## src/hw/rtl/lva_pkg.sv

```systemverilog
// Shared types, field widths and codes of the voice allocator.
`timescale 1ns / 1ps
package lva_pkg;

    localparam int NOTE_W     = 7;
    localparam int VEL_W      = 7;
    localparam int MASK_W     = 8;
    localparam int GAP_W      = 20;
    localparam int VOUT_W     = 3;
    localparam int IDX_W_MAX  = 5;
    localparam int REQ_W      = 2;
    localparam int ACT_W      = 2;
    localparam int CFG_IDX_W  = 2;
    localparam int CFG_DATA_W = 20;

    localparam logic [REQ_W-1:0] REQ_TICK = 2'd0;
    localparam logic [REQ_W-1:0] REQ_ON   = 2'd1;
    localparam logic [REQ_W-1:0] REQ_OFF  = 2'd2;

    localparam logic [ACT_W-1:0] ACT_NONE    = 2'd0;
    localparam logic [ACT_W-1:0] ACT_PLUCK   = 2'd1;
    localparam logic [ACT_W-1:0] ACT_GLIDE   = 2'd2;
    localparam logic [ACT_W-1:0] ACT_RELEASE = 2'd3;

    localparam logic [CFG_IDX_W-1:0] CFG_LEGATO = 2'd0;
    localparam logic [CFG_IDX_W-1:0] CFG_VEL    = 2'd1;
    localparam logic [CFG_IDX_W-1:0] CFG_GAP    = 2'd2;

    typedef struct packed {
        logic              legato_on;
        logic [VEL_W-1:0]  velocity_limit;
        logic [GAP_W-1:0]  gap_limit;
    } t_cfg;

    typedef struct packed {
        logic [REQ_W-1:0]  req_type;
        logic [NOTE_W-1:0] note;
        logic [VEL_W-1:0]  velocity;
        logic [MASK_W-1:0] active_mask;
    } t_item;

    typedef struct packed {
        logic [ACT_W-1:0]  action;
        logic [VOUT_W-1:0] voice_index;
        logic              stolen;
        logic [NOTE_W-1:0] out_note;
        logic [MASK_W-1:0] released_mask;
    } t_result;

    // A voice rings only if it has a bit in the mask.
    function automatic logic rings(logic [MASK_W-1:0] mask, logic [IDX_W_MAX-1:0] v);
        return (v < IDX_W_MAX'(MASK_W)) && mask[v[2:0]];
    endfunction

endpackage

```

## src/hw/rtl/lva_ram.sv

```systemverilog
// Generic single-port-write, registered-read RAM.
`timescale 1ns / 1ps
module lva_ram #(
    parameter int WIDTH = 8,
    parameter int DEPTH = 8
) (
    input  logic                     i_clk,
    input  logic                     i_we,
    input  logic [$clog2(DEPTH)-1:0] i_waddr,
    input  logic [WIDTH-1:0]         i_wdata,
    input  logic [$clog2(DEPTH)-1:0] i_raddr,
    output logic [WIDTH-1:0]         o_rdata
);
    logic [WIDTH-1:0] r_mem [DEPTH];
    logic [WIDTH-1:0] r_rdata;

    always_ff @(posedge i_clk) begin
        if (i_we) begin
            r_mem[i_waddr] <= i_wdata;
        end
        r_rdata <= r_mem[i_raddr];
    end

    assign o_rdata = r_rdata;
endmodule

```

## src/hw/rtl/lva_alloc.sv

```systemverilog
// Allocation sequencer: scans the voice memories and updates voice state.
`timescale 1ns / 1ps
module lva_alloc #(
    parameter int VOICE_COUNT = 8,
    parameter int TIME_BITS   = 32
) (
    input  logic            i_clk,
    input  logic            i_rst_n,
    input  lva_pkg::t_cfg   i_cfg,
    input  logic            i_req_valid,
    output logic            o_req_ready,
    input  lva_pkg::t_item  i_req,
    input  logic            i_slot_free,
    output logic            o_res_valid,
    output lva_pkg::t_result o_res
);
    import lva_pkg::*;

    localparam int VIDX_W = $clog2(VOICE_COUNT);
    localparam int CMP_W  = (TIME_BITS > GAP_W) ? TIME_BITS : GAP_W;
    localparam logic [VIDX_W-1:0] LAST_IDX = VIDX_W'(VOICE_COUNT - 1);

    typedef enum logic [1:0] {ST_IDLE, ST_SCAN, ST_FINISH} t_state;

    t_state                 r_state;
    t_item                  r_item;
    logic                   r_glide;
    logic                   r_issue;
    logic [VIDX_W-1:0]      r_rd_idx;
    logic                   r_ret_vld;
    logic [VIDX_W-1:0]      r_ret_idx;
    logic                   r_found;
    logic [VIDX_W-1:0]      r_free_idx;
    logic [TIME_BITS-1:0]   r_best;
    logic [VIDX_W-1:0]      r_best_idx;
    logic [MASK_W-1:0]      r_rel;
    logic [VOICE_COUNT-1:0] r_valid;
    logic [VOICE_COUNT-1:0] r_twritten;
    logic                   r_recent_vld;
    logic [VIDX_W-1:0]      r_recent;
    logic [TIME_BITS-1:0]   r_last_on;
    logic [TIME_BITS-1:0]   r_count;

    logic                   w_accept;
    logic                   w_finish;
    logic [TIME_BITS-1:0]   w_gap;
    logic                   w_glide;
    logic [VIDX_W-1:0]      w_pick;
    logic [IDX_W_MAX-1:0]   w_pick5;
    logic [IDX_W_MAX-1:0]   w_ret5;
    logic [NOTE_W-1:0]      w_note_rd;
    logic [TIME_BITS-1:0]   w_time_rd;
    logic [TIME_BITS-1:0]   w_ret_time;
    logic                   w_wr_note;

    assign o_req_ready = (r_state == ST_IDLE);
    assign w_accept    = i_req_valid && o_req_ready;
    assign w_finish    = (r_state == ST_FINISH) && i_slot_free;

    assign w_gap   = r_count - r_last_on;
    assign w_glide = i_cfg.legato_on && r_recent_vld
                     && rings(i_req.active_mask, IDX_W_MAX'(r_recent))
                     && (i_req.velocity < i_cfg.velocity_limit)
                     && (CMP_W'(w_gap) < CMP_W'(i_cfg.gap_limit));

    assign w_pick  = r_glide ? r_recent : (r_found ? r_free_idx : r_best_idx);
    assign w_pick5 = IDX_W_MAX'(w_pick);
    assign w_ret5  = IDX_W_MAX'(r_ret_idx);
    // Entries never plucked read as start time zero.
    assign w_ret_time = r_twritten[r_ret_idx] ? w_time_rd : '0;
    assign w_wr_note  = w_finish && (r_item.req_type == REQ_ON);

    lva_ram #(.WIDTH(NOTE_W), .DEPTH(VOICE_COUNT)) u_note_ram (
        .i_clk   (i_clk),
        .i_we    (w_wr_note),
        .i_waddr (w_pick),
        .i_wdata (r_item.note),
        .i_raddr (r_rd_idx),
        .o_rdata (w_note_rd)
    );

    lva_ram #(.WIDTH(TIME_BITS), .DEPTH(VOICE_COUNT)) u_time_ram (
        .i_clk   (i_clk),
        .i_we    (w_wr_note && !r_glide),
        .i_waddr (w_pick),
        .i_wdata (r_count),
        .i_raddr (r_rd_idx),
        .o_rdata (w_time_rd)
    );

    always_ff @(posedge i_clk) begin
        if (!i_rst_n) begin
            r_state      <= ST_IDLE;
            r_issue      <= 1'b0;
            r_ret_vld    <= 1'b0;
            r_valid      <= '0;
            r_twritten   <= '0;
            r_recent_vld <= 1'b0;
            r_recent     <= '0;
            r_last_on    <= '0;
            r_count      <= '0;
        end else begin
            r_ret_vld <= (r_state == ST_SCAN) && r_issue;
            r_ret_idx <= r_rd_idx;
            unique case (r_state)
                ST_IDLE: begin
                    if (w_accept) begin
                        r_item   <= i_req;
                        r_glide  <= w_glide;
                        r_rd_idx <= '0;
                        r_found  <= 1'b0;
                        r_rel    <= '0;
                        if ((i_req.req_type == REQ_ON && !w_glide)
                            || i_req.req_type == REQ_OFF) begin
                            r_issue <= 1'b1;
                            r_state <= ST_SCAN;
                        end else begin
                            r_state <= ST_FINISH;
                        end
                    end
                end
                ST_SCAN: begin
                    // Issue one read a cycle, process each entry as it returns.
                    if (r_issue) begin
                        if (r_rd_idx == LAST_IDX) begin
                            r_issue <= 1'b0;
                        end else begin
                            r_rd_idx <= r_rd_idx + VIDX_W'(1);
                        end
                    end
                    if (r_ret_vld) begin
                        if (r_item.req_type == REQ_ON) begin
                            if (!r_found && !r_valid[r_ret_idx]
                                && !rings(r_item.active_mask, w_ret5)) begin
                                r_found    <= 1'b1;
                                r_free_idx <= r_ret_idx;
                            end
                            if (r_ret_idx == '0 || w_ret_time < r_best) begin
                                r_best     <= w_ret_time;
                                r_best_idx <= r_ret_idx;
                            end
                        end else if (r_valid[r_ret_idx] && w_note_rd == r_item.note) begin
                            r_valid[r_ret_idx] <= 1'b0;
                            if (w_ret5 < IDX_W_MAX'(MASK_W)) begin
                                r_rel[w_ret5[2:0]] <= 1'b1;
                            end
                        end
                        if (r_ret_idx == LAST_IDX) begin
                            r_state <= ST_FINISH;
                        end
                    end
                end
                ST_FINISH: begin
                    if (i_slot_free) begin
                        r_state <= ST_IDLE;
                        if (r_item.req_type == REQ_TICK) begin
                            if (r_count != '1) begin
                                r_count <= r_count + TIME_BITS'(1);
                            end
                        end else if (r_item.req_type == REQ_ON) begin
                            r_last_on       <= r_count;
                            r_valid[w_pick] <= 1'b1;
                            if (!r_glide) begin
                                r_twritten[w_pick] <= 1'b1;
                                r_recent_vld       <= 1'b1;
                                r_recent           <= w_pick;
                            end
                        end
                    end
                end
                default: r_state <= ST_IDLE;
            endcase
        end
    end

    always_comb begin
        o_res_valid = w_finish;
        o_res       = '0;
        if (r_item.req_type == REQ_ON) begin
            o_res.action      = r_glide ? ACT_GLIDE : ACT_PLUCK;
            o_res.voice_index = w_pick5[VOUT_W-1:0];
            o_res.stolen      = !r_glide && !r_found;
            o_res.out_note    = r_item.note;
        end else if (r_item.req_type == REQ_OFF) begin
            o_res.action        = ACT_RELEASE;
            o_res.released_mask = r_rel;
        end
    end

    a_rel_only_on_release: assert property (@(posedge i_clk) disable iff (!i_rst_n)
        (o_res_valid && o_res.action != ACT_RELEASE) |-> (o_res.released_mask == '0))
        else $error("released mask set on a non-release result");

    a_stolen_only_pluck: assert property (@(posedge i_clk) disable iff (!i_rst_n)
        (o_res_valid && o_res.stolen) |-> (o_res.action == ACT_PLUCK))
        else $error("stolen flag without a pluck");

    a_count_monotonic: assert property (@(posedge i_clk) disable iff (!i_rst_n)
        1'b1 |=> (r_count >= $past(r_count)))
        else $error("sample count went backward");

    a_return_in_scan: assert property (@(posedge i_clk) disable iff (!i_rst_n)
        r_ret_vld |-> (r_state == ST_SCAN))
        else $error("memory return outside the scan");

    a_no_accept_busy: assert property (@(posedge i_clk) disable iff (!i_rst_n)
        (r_state == ST_SCAN && r_issue) |=> (r_state == ST_SCAN))
        else $error("scan ended before all reads were issued");
endmodule

```

## src/hw/rtl/legato_voice_allocator.sv

```systemverilog
// Top level: stream ports, configuration registers and result register.
// A tick, glide or unused-type request goes from idle straight to the finish state; a pluck or
// note-off first runs the one-read-a-cycle voice scan over every voice. The result is
// loaded as it leaves the finish state, and no new request is taken until it is loaded;
// a held result stalls the sequencer.
// Reset (synchronous, active low) frees all voices and restores register defaults at once.
`timescale 1ns / 1ps
module legato_voice_allocator #(
    parameter int VOICE_COUNT = 8,
    parameter int TIME_BITS   = 32
) (
    input  logic                               i_clk,
    input  logic                               i_rst_n,
    input  logic                               i_cfg_we,
    input  logic [lva_pkg::CFG_IDX_W-1:0]      i_cfg_idx,
    input  logic [lva_pkg::CFG_DATA_W-1:0]     i_cfg_data,
    input  logic                               s_axis_tvalid,
    output logic                               s_axis_tready,
    // note [6:0], velocity [13:7], active_mask [21:14], zero [23:22]
    input  logic [23:0]                        s_axis_tdata,
    // req_type [1:0]
    input  logic [1:0]                         s_axis_tuser,
    output logic                               m_axis_tvalid,
    input  logic                               m_axis_tready,
    // voice_index [2:0], stolen [3], out_note [10:4], released_mask [18:11], zero [23:19]
    output logic [23:0]                        m_axis_tdata,
    // action [1:0]
    output logic [1:0]                         m_axis_tuser
);
    import lva_pkg::*;

    t_cfg        r_cfg;
    logic        r_m_valid;
    logic [23:0] r_m_tdata;
    logic [1:0]  r_m_tuser;
    t_item       w_item;
    t_result     w_res;
    logic        w_res_valid;
    logic        w_slot_free;

    always_ff @(posedge i_clk) begin
        if (!i_rst_n) begin
            r_cfg.legato_on      <= 1'b1;
            r_cfg.velocity_limit <= VEL_W'(100);
            r_cfg.gap_limit      <= GAP_W'(4800);
        end else if (i_cfg_we) begin
            unique case (i_cfg_idx)
                CFG_LEGATO: r_cfg.legato_on      <= i_cfg_data[0];
                CFG_VEL:    r_cfg.velocity_limit <= i_cfg_data[VEL_W-1:0];
                CFG_GAP:    r_cfg.gap_limit      <= i_cfg_data[GAP_W-1:0];
                default: ;
            endcase
        end
    end

    assign w_item.req_type    = s_axis_tuser;
    assign w_item.note        = s_axis_tdata[6:0];
    assign w_item.velocity    = s_axis_tdata[13:7];
    assign w_item.active_mask = s_axis_tdata[21:14];

    assign w_slot_free = !r_m_valid || m_axis_tready;

    lva_alloc #(.VOICE_COUNT(VOICE_COUNT), .TIME_BITS(TIME_BITS)) u_alloc (
        .i_clk       (i_clk),
        .i_rst_n     (i_rst_n),
        .i_cfg       (r_cfg),
        .i_req_valid (s_axis_tvalid),
        .o_req_ready (s_axis_tready),
        .i_req       (w_item),
        .i_slot_free (w_slot_free),
        .o_res_valid (w_res_valid),
        .o_res       (w_res)
    );

    // Hold the result until taken; load a new one as the old one leaves.
    always_ff @(posedge i_clk) begin
        if (!i_rst_n) begin
            r_m_valid <= 1'b0;
        end else if (w_res_valid) begin
            r_m_valid <= 1'b1;
            r_m_tuser <= w_res.action;
            r_m_tdata <= {5'd0, w_res.released_mask, w_res.out_note,
                          w_res.stolen, w_res.voice_index};
        end else if (m_axis_tready) begin
            r_m_valid <= 1'b0;
        end
    end

    assign m_axis_tvalid = r_m_valid;
    assign m_axis_tdata  = r_m_tdata;
    assign m_axis_tuser  = r_m_tuser;
endmodule

```

## config.mk

```make
export PLATFORM = sky130hd
export DESIGN_NAME = legato_voice_allocator
export DESIGN_NICKNAME = d
export VERILOG_FILES = /design/src/hw/rtl/lva_pkg.sv /design/src/hw/rtl/lva_ram.sv /design/src/hw/rtl/lva_alloc.sv /design/src/hw/rtl/legato_voice_allocator.sv
export SDC_FILE = /design/constraint.sdc
export NUM_CORES = 1
export LEC_CHECK = 0
export ABC_AREA = 1
export BUFFER_PORTS_ARGS = -buffer_cell sky130_fd_sc_hd__buf_2
export CORE_MARGIN = 2
export CORE_UTILIZATION = 62
export DETAILED_ROUTE_END_ITERATION = 10
export GPL_TIMING_DRIVEN = 0
export PLACE_DENSITY = 0.78
export SYNTH_ARGS = -nofsm -noshare
export SYNTH_HDL_FRONTEND = slang
export SYNTH_SLANG_ARGS = --single-unit
```

## constraint.sdc

```tcl
create_clock -name i_clk -period 4.9 [get_ports i_clk]
set_clock_uncertainty 0.1 [all_clocks]
set_input_delay 0.735 -clock i_clk [delete_from_list [all_inputs] [get_ports i_clk]]
set_output_delay 0.735 -clock i_clk [all_outputs]
set_load 0.02 [all_outputs]
```

# After elaboration in Yosys (flattened, before gate mapping)
# Memories as Yosys holds them, arrays and structs flattened. A register that Yosys moved wholly into a read port is not among the register bits.
# Index checks and enable logic that the tools add are counted.
[word_totals]
register_bits = 209
ramBits = 312
in_bits = 53
out_inout_bits = 28
wordCells = 182
n_memories = 2
[op_classes]
addsub = 3
order_cmp = 9
n_eq_ne = 26
mux = 57
bitwise = 8
n_reduce_logical = 50
[mem_list]
columns = ["name", "depth", "word_bits", "rd", "rd_clocked_by_memory_dff", "wr", "line_no", "rtl"]
rows = [
  ["u_alloc.u_time_ram.r_mem", 8, 32, 1, 1, 1, "lva_ram.sv:14", "logic [WIDTH-1:0] r_mem [DEPTH];"],
  ["u_alloc.u_note_ram.r_mem", 8, 7, 1, 1, 1, "lva_ram.sv:14", ""],
]
[ops]
columns = ["cell", "count"]
rows = [
  ["8-bit 2-to-1 mux", 11],
  ["32-bit by 1-bit adder with 32-bit output, second input constant", 1],
  ["32-bit by 20-bit less-than comparator with 1-bit output", 1],
  ["32-bit less-than comparator", 1],
  ["32-bit 2-to-1 mux", 1],
  ["32-bit inequality test, second input constant", 1],
  ["8-bit case mux with 2 select lines", 2],
  ["32-bit subtractor", 1],
  ["8-bit bitwise OR", 3],
  ["2-bit inequality test, second input constant", 11],
  ["1-bit 2-to-1 mux", 20],
  ["5-bit AND reduction", 4],
  ["1-bit logical AND", 17],
  ["3-bit by 4-bit less-than comparator with 1-bit output, second input constant", 4],
  ["2-bit 2-to-1 mux", 8],
  ["3-bit 2-to-1 mux", 5],
  ["7-bit AND reduction", 2],
  ["1-bit binary-select mux with 3-bit select", 4],
  ["4-bit AND reduction", 3],
  ["8-bit AND", 1],
  ["2-bit by 1-bit equality test with 1-bit output, second input constant", 4],
  ["2-bit equality test, second input constant", 4],
  ["8-bit NOT", 1],
  ["2-bit AND reduction", 4],
  ["19 further kinds", 39],
]

# Logic depth before layout (Yosys ltp)
# Gate-level depths: netlist (run 1).
[depth]
word_depth = 11
ltp_mapped = 25
depth_no_buf = 25

# Hierarchy
# A second synthesis (run 1) with hierarchy kept.
[hier_totals]
cells_unflattened = 3180
area_unflattened_um2 = 27475.1
[by_module_without_submodules]
columns = ["module", "n_inst", "cells_per_inst", "area_per_inst_um2", "seq_area_each_um2"]
rows = [
  ["lva_ram (u_alloc.u_time_ram)", 1, 1156, 11872.6, 8328.0],
  ["lva_alloc", 1, 1557, 11005.6, 3893.7],
  ["lva_ram (u_alloc.u_note_ram)", 1, 266, 2718.9, 1821.7],
  ["legato_voice_allocator", 1, 201, 1878.1, 1211.2],
]

# Least setup slack after synthesis (run 1)
# No wires, ideal clock.
[synth_timing]
kind = "reg-to-reg"
startpoint = "register u_alloc.r_ret_idx[0]"
endpoint = "register u_alloc.r_best[0] (enable)"
setup_time_ns = 0.439
arrival_time_ns = 3.956
required_time_ns = 4.361
path_slack_ns = 0.405
stages_incl_launch_ff = 20
path_buffers = 2
period_less_slack_ns = 4.495
cell_sequence = "edfxtp_1 -> buf_4 -> nand2_1 -> o21ai_0 -> nand2_1 -> nand2_1 -> nand2_1 -> nand2_1 -> inv_2 -> clkbuf_1 -> nor2_1 -> ha_1 -> a21oi_1 -> nor2_1 -> a211oi_1 -> o221a_2 -> nand2_1 -> nand2_1 -> nand2_1 -> a21oi_1"
[synth_via]
elab_chain_cells = 6
elab_cells_between_ends = 7
cone_classes = "order compare (1); mux (3); reduce/logical (3)"
[synth_rtl]
columns = ["element", "line_no", "rtl"]
rows = [
  ["from (decl)", "lva_alloc.sv:31", "logic [VIDX_W-1:0] r_ret_idx;"],
  ["from (signal assigned)", "lva_alloc.sv:104", "r_ret_idx <= r_rd_idx;"],
  ["1-bit binary-select mux with 3-bit select", "lva_alloc.sv:70", "assign w_ret_time = r_twritten[r_ret_idx] ? w_time_rd : '0;"],
  ["1-bit 2-to-1 mux (not written as such)", "lva_alloc.sv:70", ""],
  ["32-bit 2-to-1 mux", "lva_alloc.sv:70", ""],
  ["via u_alloc.w_ret_time[9]", "lva_alloc.sv:53", "logic [TIME_BITS-1:0] w_ret_time;"],
  ["32-bit less-than comparator", "lva_alloc.sv:138", "if (r_ret_idx == '0 || w_ret_time < r_best) begin"],
  ["1-bit logical OR", "lva_alloc.sv:138", ""],
  ["5-bit AND reduction (no line)", "-", ""],
  ["to (signal assigned)", "lva_alloc.sv:139", "r_best <= w_ret_time;"],
  ["to (decl)", "lva_alloc.sv:34", "logic [TIME_BITS-1:0] r_best;"],
]
# The timed path passes the listed nets, and every way through them passes these cells. The select of a mux whose other input is x is not followed.
# A chain may end at the register's enable or synchronous reset.

# Final worst setup path (run 1)
[layout_timing]
startpoint = "register u_alloc.r_count[0]"
endpoint = "register u_alloc.r_state[0]"
[layout_via]
elab_chain_cells = 9
[layout_rtl]
columns = ["element", "line_no", "rtl"]
rows = [
  ["from (decl)", "lva_alloc.sv:42", "logic [TIME_BITS-1:0] r_count;"],
  ["from (signal assigned)", "lva_alloc.sv:158", "r_count <= r_count + TIME_BITS'(1);"],
  ["32-bit subtractor", "lva_alloc.sv:60", "assign w_gap = r_count - r_last_on;"],
  ["32-bit by 20-bit less-than comparator with 1-bit output", "lva_alloc.sv:64", "&& (CMP_W'(w_gap) < CMP_W'(i_cfg.gap_limit));"],
  ["1-bit logical AND", "lva_alloc.sv:64", ""],
  ["1-bit logical NOT", "lva_alloc.sv:113", "if ((i_req.req_type == REQ_ON && !w_glide)"],
  ["1-bit logical AND", "lva_alloc.sv:113", ""],
  ["1-bit logical OR", "lva_alloc.sv:114", "|| i_req.req_type == REQ_OFF) begin"],
  ["2-bit 2-to-1 mux", "lva_alloc.sv:113", ""],
  ["2-bit 2-to-1 mux", "lva_alloc.sv:107", "if (w_accept) begin"],
  ["2-bit case mux with 3 select lines", "lva_alloc.sv:105", "unique case (r_state)"],
  ["to (signal assigned)", "lva_alloc.sv:116", "r_state <= ST_SCAN;"],
  ["to (signal assigned)", "lva_alloc.sv:118", "r_state <= ST_FINISH;"],
  ["to (signal assigned)", "lva_alloc.sv:149", "r_state <= ST_FINISH;"],
  ["to (decl)", "lva_alloc.sv:25", "t_state r_state;"],
]
# Every way passes these cells. The select of a mux whose other input is x is not followed.

==> results of run 1 <==
-- synthesized netlist by cell type (9+ instances only) --
library cell / number / area, um^2
edfxtp_1: 404 / 12130
nor2_2: 12 / 75.07
xnor2_1: 9 / 78.83
xor2_1: 35 / 306.5
nor3_1: 30 / 150.1
nand4_1: 19 / 118.9
nand3_1: 48 / 240.2
o22ai_1: 42 / 262.8
a21oi_1: 149 / 745.7
nor2_1: 474 / 1779
nand2_1: 380 / 1426
a31oi_1: 45 / 281.5
ha_1: 90 / 1126
inv_1: 302 / 1134
clkbuf_1: 82 / 307.8
nor4_1: 9 / 56.30
dfxtp_1: 156 / 3123
nand2_2: 10 / 62.56
o21ai_0: 241 / 1206
inv_2: 14 / 52.55
-- cell families after synthesis --
| family | count (synthesis) | synth area share (%) |
|---|---|---|
| simple gates | 1001 | 16.17 |
| flops | 560 | 60.22 |
| compound gates | 519 | 11.10 |
| buf+inv | 420 | 6.451 |
| fa+ha+maj | 91 | 4.525 |
| xor+xnor | 44 | 1.521 |
| other cells | 1 | 0.01480 |
-- worst paths after layout --
check	start	endpoint	cells past startpoint
worst max-delay path	u_alloc.r_count[0]	u_alloc.r_state[0]	23
worst min-delay path	s_axis_tdata[6]	u_alloc.r_item[21]	1
worst max register to register	u_alloc.r_count[0]	u_alloc.r_state[0]	23
worst min register to register	r_cfg[23]	r_cfg[23]	2
-- report_power, final --
group | total [mW] | internal (mW) | switching (mW)
registers | 5.54 | 5.39 | 0.147
clock network | 4.17 | 2.39 | 1.78
logic | 3.40 | 1.06 | 2.34
total | 13.1 | 8.84 | 4.26
-- worst max-delay path, stage by stage, from the launching register on --
cell and delay [ps]:
dfxtp_1 650, clkinv_1 440, ha_1 340, inv_1 110, fa_1 270, nand3_1 110
nand3_1 210, a31oi_1 130, xnor2_1 370, ha_1 310, nand2_1 60, inv_1 60
a21oi_1 150, nand3_1 90, nor2_1 300, nand2_1 100, nor2_1 100, nand2_1 70
nor2_1 120, nand3_2 180, nand2_2 130, nand2_1 50, nand3_1 60, a21oi_1 60
-- final cells by class --
type,instances,area (um^2)
timing repair buffer,84,565.5
multi-input combinational,1660,8523
inverter,319,1200
clock inverter,25,192.7
sequential,560,15250
tap,532,665.6
fill,3005,12110
clock buffer,75,1604
buffer,101,434.2
-- layer usage --
| layer | wire length, um | vias to the layer above | part of all wire [%] |
|---|---|---|---|
| li1 | - | 9152 | - |
| met1 | 25860 | 9035 | 40 |
| met2 | 32090 | 838 | 49 |
| met3 | 5442 | 139 | 8.3 |
| met4 | 2065 | 2 | 3.2 |
| met5 | 12 | - | 0.018 |
-- state kept, by name, indices dropped and copies added, names as in the netlist, 2 cells and up --
| signal | cells |
|---|---|
| u_alloc.u_time_ram.r_mem | 256 |
| u_alloc.u_note_ram.r_mem | 56 |
| u_alloc.r_best | 32 |
| u_alloc.r_count | 32 |
| u_alloc.r_last_on | 32 |
| u_alloc.u_time_ram.o_rdata | 32 |
| r_cfg | 28 |
| m_axis_tdata | 19 |
| u_alloc.r_item | 17 |
| u_alloc.r_rel | 8 |
| u_alloc.r_twritten | 8 |
| u_alloc.r_valid | 8 |
| u_alloc.u_note_ram.o_rdata | 7 |
| u_alloc.r_best_idx | 3 |
| u_alloc.r_free_idx | 3 |
| u_alloc.r_rd_idx | 3 |
| u_alloc.r_recent | 3 |
| u_alloc.r_ret_idx | 3 |
| m_axis_tuser | 2 |
| u_alloc.r_state | 2 |
-- per-stage QoR --
step	instances	power, mW
floorplan	2640	7.901
global placement	3245	8.838
detailed placement	3256	8.952
CTS	3356	13.08
global route	3356	13.69
finish	3356	13.10
==> flow_summary.toml, run 1 <==
[sta]
drv_slew = 0
final.period_utilization_pct = 96.04
max_freq_mhz = 212.5
setup_violations = 0
relSlewSlack_pct = 12.39
tightest_slew_ps = 1306
min_period_ps = 4706
timing.hold.ws_ps = 197.5
hold_viol = 0
rsz0062_at_grt = "no"
worst_slack_ps = 193.9
setup-tns-final_ps = 0

[die]
die_y_um = 206.1
core.rowCount = 74
dieArea_um2 = 42490
die_w_um = 206.1
coreArea_um2 = 40550
start_util_pct = 62.46
ios = 81

[yosys]
synth_seq_cells = 560
synth_async_sr_flop_share_pct = 0
yosysWarnings = 0
synth_ff_type = "edfxtp_1"
synth_area_um2 = 25330
yosysUniqueCellTypes = 48
seq_area_frac_synth_pct = 60.22
synthCells = 2636
synth_area_per_cell_um2 = 9.609
synth_edf_count = 404

[setup_path]
crit_fanout = 11
r2r_setup_slack_ps = 190
critPathArrivalTime_ps = 5070
start_kind = "flip-flop"
crit_path_end_kind = "flip-flop"
cp_data_required_time_ps = 5260
worstSetupPathType = "flip-flop to flip-flop"

[clocking]
cts_made_buffers = 53
htreeDepth = 2
path_clk_slew_ps = 70
cts_resized = 0
clkLatencyLatePin_ps = 610
postCtsHoldBufs = 0
clockBufferDepth = 3
cts_tree = "yes"
clkSinkCount = 560
cts_setup_buffers = 0
root_buffer = "clkbuf_16"

[finish]
area_growth_pct = 12.27
diodes = 0
stdcell_area_um2 = 28440
layout_commonest_cell = "nor2_1"
finish.utilization_pct = 70.13
layout-drive-gt1-share_pct = 8.817
final_cell_mix = "466 x nor2_1, 404 x edfxtp_1, 380 x nand2_1"
final_net_count = 2923

[global_routing]
first_global_vias = 18620
grt-ovfl-total = 0
grt_pass1_wl_um = 100300
busiest_layer = "met2"
met3_usage_pct = 5.393
grt_max_degree = 33
antenna_found_initial = 1
grt_usage_pct = 30.91
met2_usage_pct = 52.96
met1_usage_pct = 39.49

[placed_design]
place_hpwl_um = 47170
place_ws_ps = 262.7
gp_congestion = 0.9246
portBuffers = 73
placed_cell_area_um2 = 26640

[run_status]
outcome = "finished clean"

[routing]
drcViolationCount = 0
wl_per_cell_um = 19.51
drtIter0Drc = 2016
vias_per_cell = 5.711
finalWirelength_um = 65470
vias = 19170
drt_pass1_iterations = 7
ant_nets = 0

[power_and_ir_drop]
p_leak_nw = 11.28
power_density_nw_per_um2 = 460.8
peakVddDrop_mv = 0.3276

[run]
maxCapViolations = 0

[worst_hold_path]
min_path_type = "input pin to flip-flop"
Note: power is estimated with default switching activity, not from simulation.
==> inputs of run 2 (changes only) <==
Settings changed: CORE_ASPECT_RATIO set to 1.5.
==> flow_summary.toml, run 2 (same netlist as run 1, synthesis figures left out) <==
[die]
start_util_pct = 62.83
dieArea_um2 = 42520
coreArea_um2 = 40310
die_w_um = 169.0
ios = 81
core.rowCount = 90
die_y_um = 251.6

[sta]
max_freq_mhz = 218.7
hold_viol = 0
min_period_ps = 4573
worst_slack_ps = 327.3
rsz0062_at_grt = "no"
timing.hold.ws_ps = 226.7
final.period_utilization_pct = 93.32
setup_violations = 0
relSlewSlack_pct = 20.12
drv_slew = 0
tightest_slew_ps = 1191

[finish]
layout_commonest_cell = "nor2_1"
largest-register = "u_alloc.u_time_ram.r_mem"
reg_top3 = "u_alloc.u_time_ram.r_mem (256), u_alloc.u_note_ram.r_mem (56)"
area_growth_pct = 11.78
largest_reg_flops = 256
stdcell_area_um2 = 28310
fillCellCount = 2956
diodes = 0
layout-drive-gt1-share_pct = 8.558
final_net_count = 2919
finish.utilization_pct = 70.23
final_cell_mix = "466 x nor2_1, 404 x edfxtp_1, 380 x nand2_1"

[placed_design]
portBuffers = 73
gp_congestion = 0.9547
place_hpwl_um = 48440
placed_cell_area_um2 = 26610
place_ws_ps = 75.88

[routing]
finalWirelength_um = 66200
wl_per_cell_um = 19.93
drtIter0Drc = 1614
drt_pass1_iterations = 6
vias_per_cell = 5.811
ant_nets = 0
drcViolationCount = 0
vias = 19300

[setup_path]
crit_path_end_kind = "flip-flop"
path_delay_family = "simple AND/OR/NAND/NOR gates"
worstSetupStartpoint = "u_alloc.r_count[0]"
critPathArrivalTime_ps = 4910
cpMaxStageDelayCell = "dfxtp_2"
reg2reg_from = "u_alloc.r_count[0]"
worstSetupPathType = "flip-flop to flip-flop"
cp_num_buf_inv = 3
cp_cell_sequence = "clkinvlp_4 > ha_1 > inv_1 > fa_1 > nand3_1 > nand3_1 > a31oi_1 > xnor2_1 > ha_1 > nand2_1 > inv_1 > a21oi_1 > nand3_1 > nor2_1 > nand2_1 > nor2_1 > nand2_1 > nor2_1 > nand3_2 > nand2_2 > nand2_1 > nand3_1 > a21oi_1"
cp_data_required_time_ps = 5240
critPathMaxStageDelay_ps = 530
crit_fanout = 11
start_kind = "flip-flop"

[global_routing]
first_global_vias = 19470
grt_pass1_wl_um = 102000
grt_usage_pct = 31.20
grt-ovfl-total = 0
antenna_found_initial = 1
grt_max_degree = 33

[clocking]
path_clk_slew_ps = 70
htreeDepth = 2
clockBufferDepth = 3
cts_resized = 0
postCtsHoldBufs = 0
cts_tree = "yes"
clkLatencyLatePin_ps = 590
clkSinkCount = 560
cts_setup_buffers = 0
root_buffer = "clkbuf_16"
cts_made_buffers = 49

[run]
maxCapViolations = 0

[power_and_ir_drop]
clkPwrFrac_pct = 30.9
peakVddDrop_mv = 0.3532
power_density_nw_per_um2 = 458.1
switching_share_pct = 32.66
power_frac_comb_pct = 26.3
p_int_mw = 8.733
switchingPower_mw = 4.236
seqPwrFrac_pct = 42.8
p_leak_nw = 11.23

[worst_hold_path]
hp-start = "s_axis_tdata[5]"
min_path_type = "input pin to flip-flop"

[run_status]
outcome = "finished clean"
==> run 2: cell types whose count changed in the layout (fill, tap and decap cells not counted) <==
cell | before | now
clkbuf_8 | 11 | 8
clkbuf_2 | 0 | 1
dfxtp_2 | 0 | 1
clkinvlp_4 | 2 | 1
clkinv_16 | 0 | 1
bufinv_16 | 2 | 4
clkbuf_1 | 89 | 90
clkinv_2 | 11 | 7
clkbuf_16 | 57 | 52
dfxtp_1 | 156 | 155
==> run 2: path summary, 6_finish.rpt <==
path / to / cells after the start / slack (ps)
worst min register to register: u_alloc.r_last_on[16] / 2 / 360
worst min-delay path: u_alloc.r_item[20] / 1 / 230
worst max-delay path: u_alloc.r_state[0] / 23 / 330
worst max register to register: u_alloc.r_state[0] / 23 / 330
==> run 2: per-layer routing <==
metal / routed length (um) / track usage, % / vias to the layer above / part of all wire [%]
met4: 4238 / 19.34 / 2 / 6.4
met1: 22900 / 33.25 / 9068 / 35
li1: - / - / 9148 / -
met3: 3902 / 3.702 / 255 / 5.9
met5: 17 / 0 / - / 0.026
met2: 35130 / 58.28 / 831 / 53
==> run 2: metrics by stage <==
step | instances | power [mW] | TNS [ps]
4_1_cts | 3322 | 12.95 | 0
2_1_floorplan | 2640 | 7.901 | 0
3_5_place_dp | 3230 | 8.983 | 0
6_report | 3322 | 12.97 | 0
5_1_grt | 3322 | 13.55 | 0
3_3_place_gp | 3219 | 8.865 | -102710
==> run 2: final cells by class <==
type	instances	area, um^2	share of cell area [%]
Timing Repair Buffer	84	565.5	1.997
Buffer	101	434.2	1.533
Tap cell	506	633.1	2.236
Clock buffer	69	1446	5.108
Sequential cell	560	15260	53.88
Multi-Input combinational cell	1660	8523	30.10
Clock inverter	23	251.5	0.8882
Inverter	319	1204	4.251
==> run 2: power by group through the flow <==
stage | registers, mW | logic (mW) | clock network [mW]
floorplan | 5.61 | 2.29 | 0
CTS | 5.55 | 3.37 | 4.03
finish | 5.55 | 3.41 | 4.01
global route | 5.57 | 3.79 | 4.18
detailed placement | 5.65 | 3.34 | 0
global placement | 5.64 | 3.23 | 0
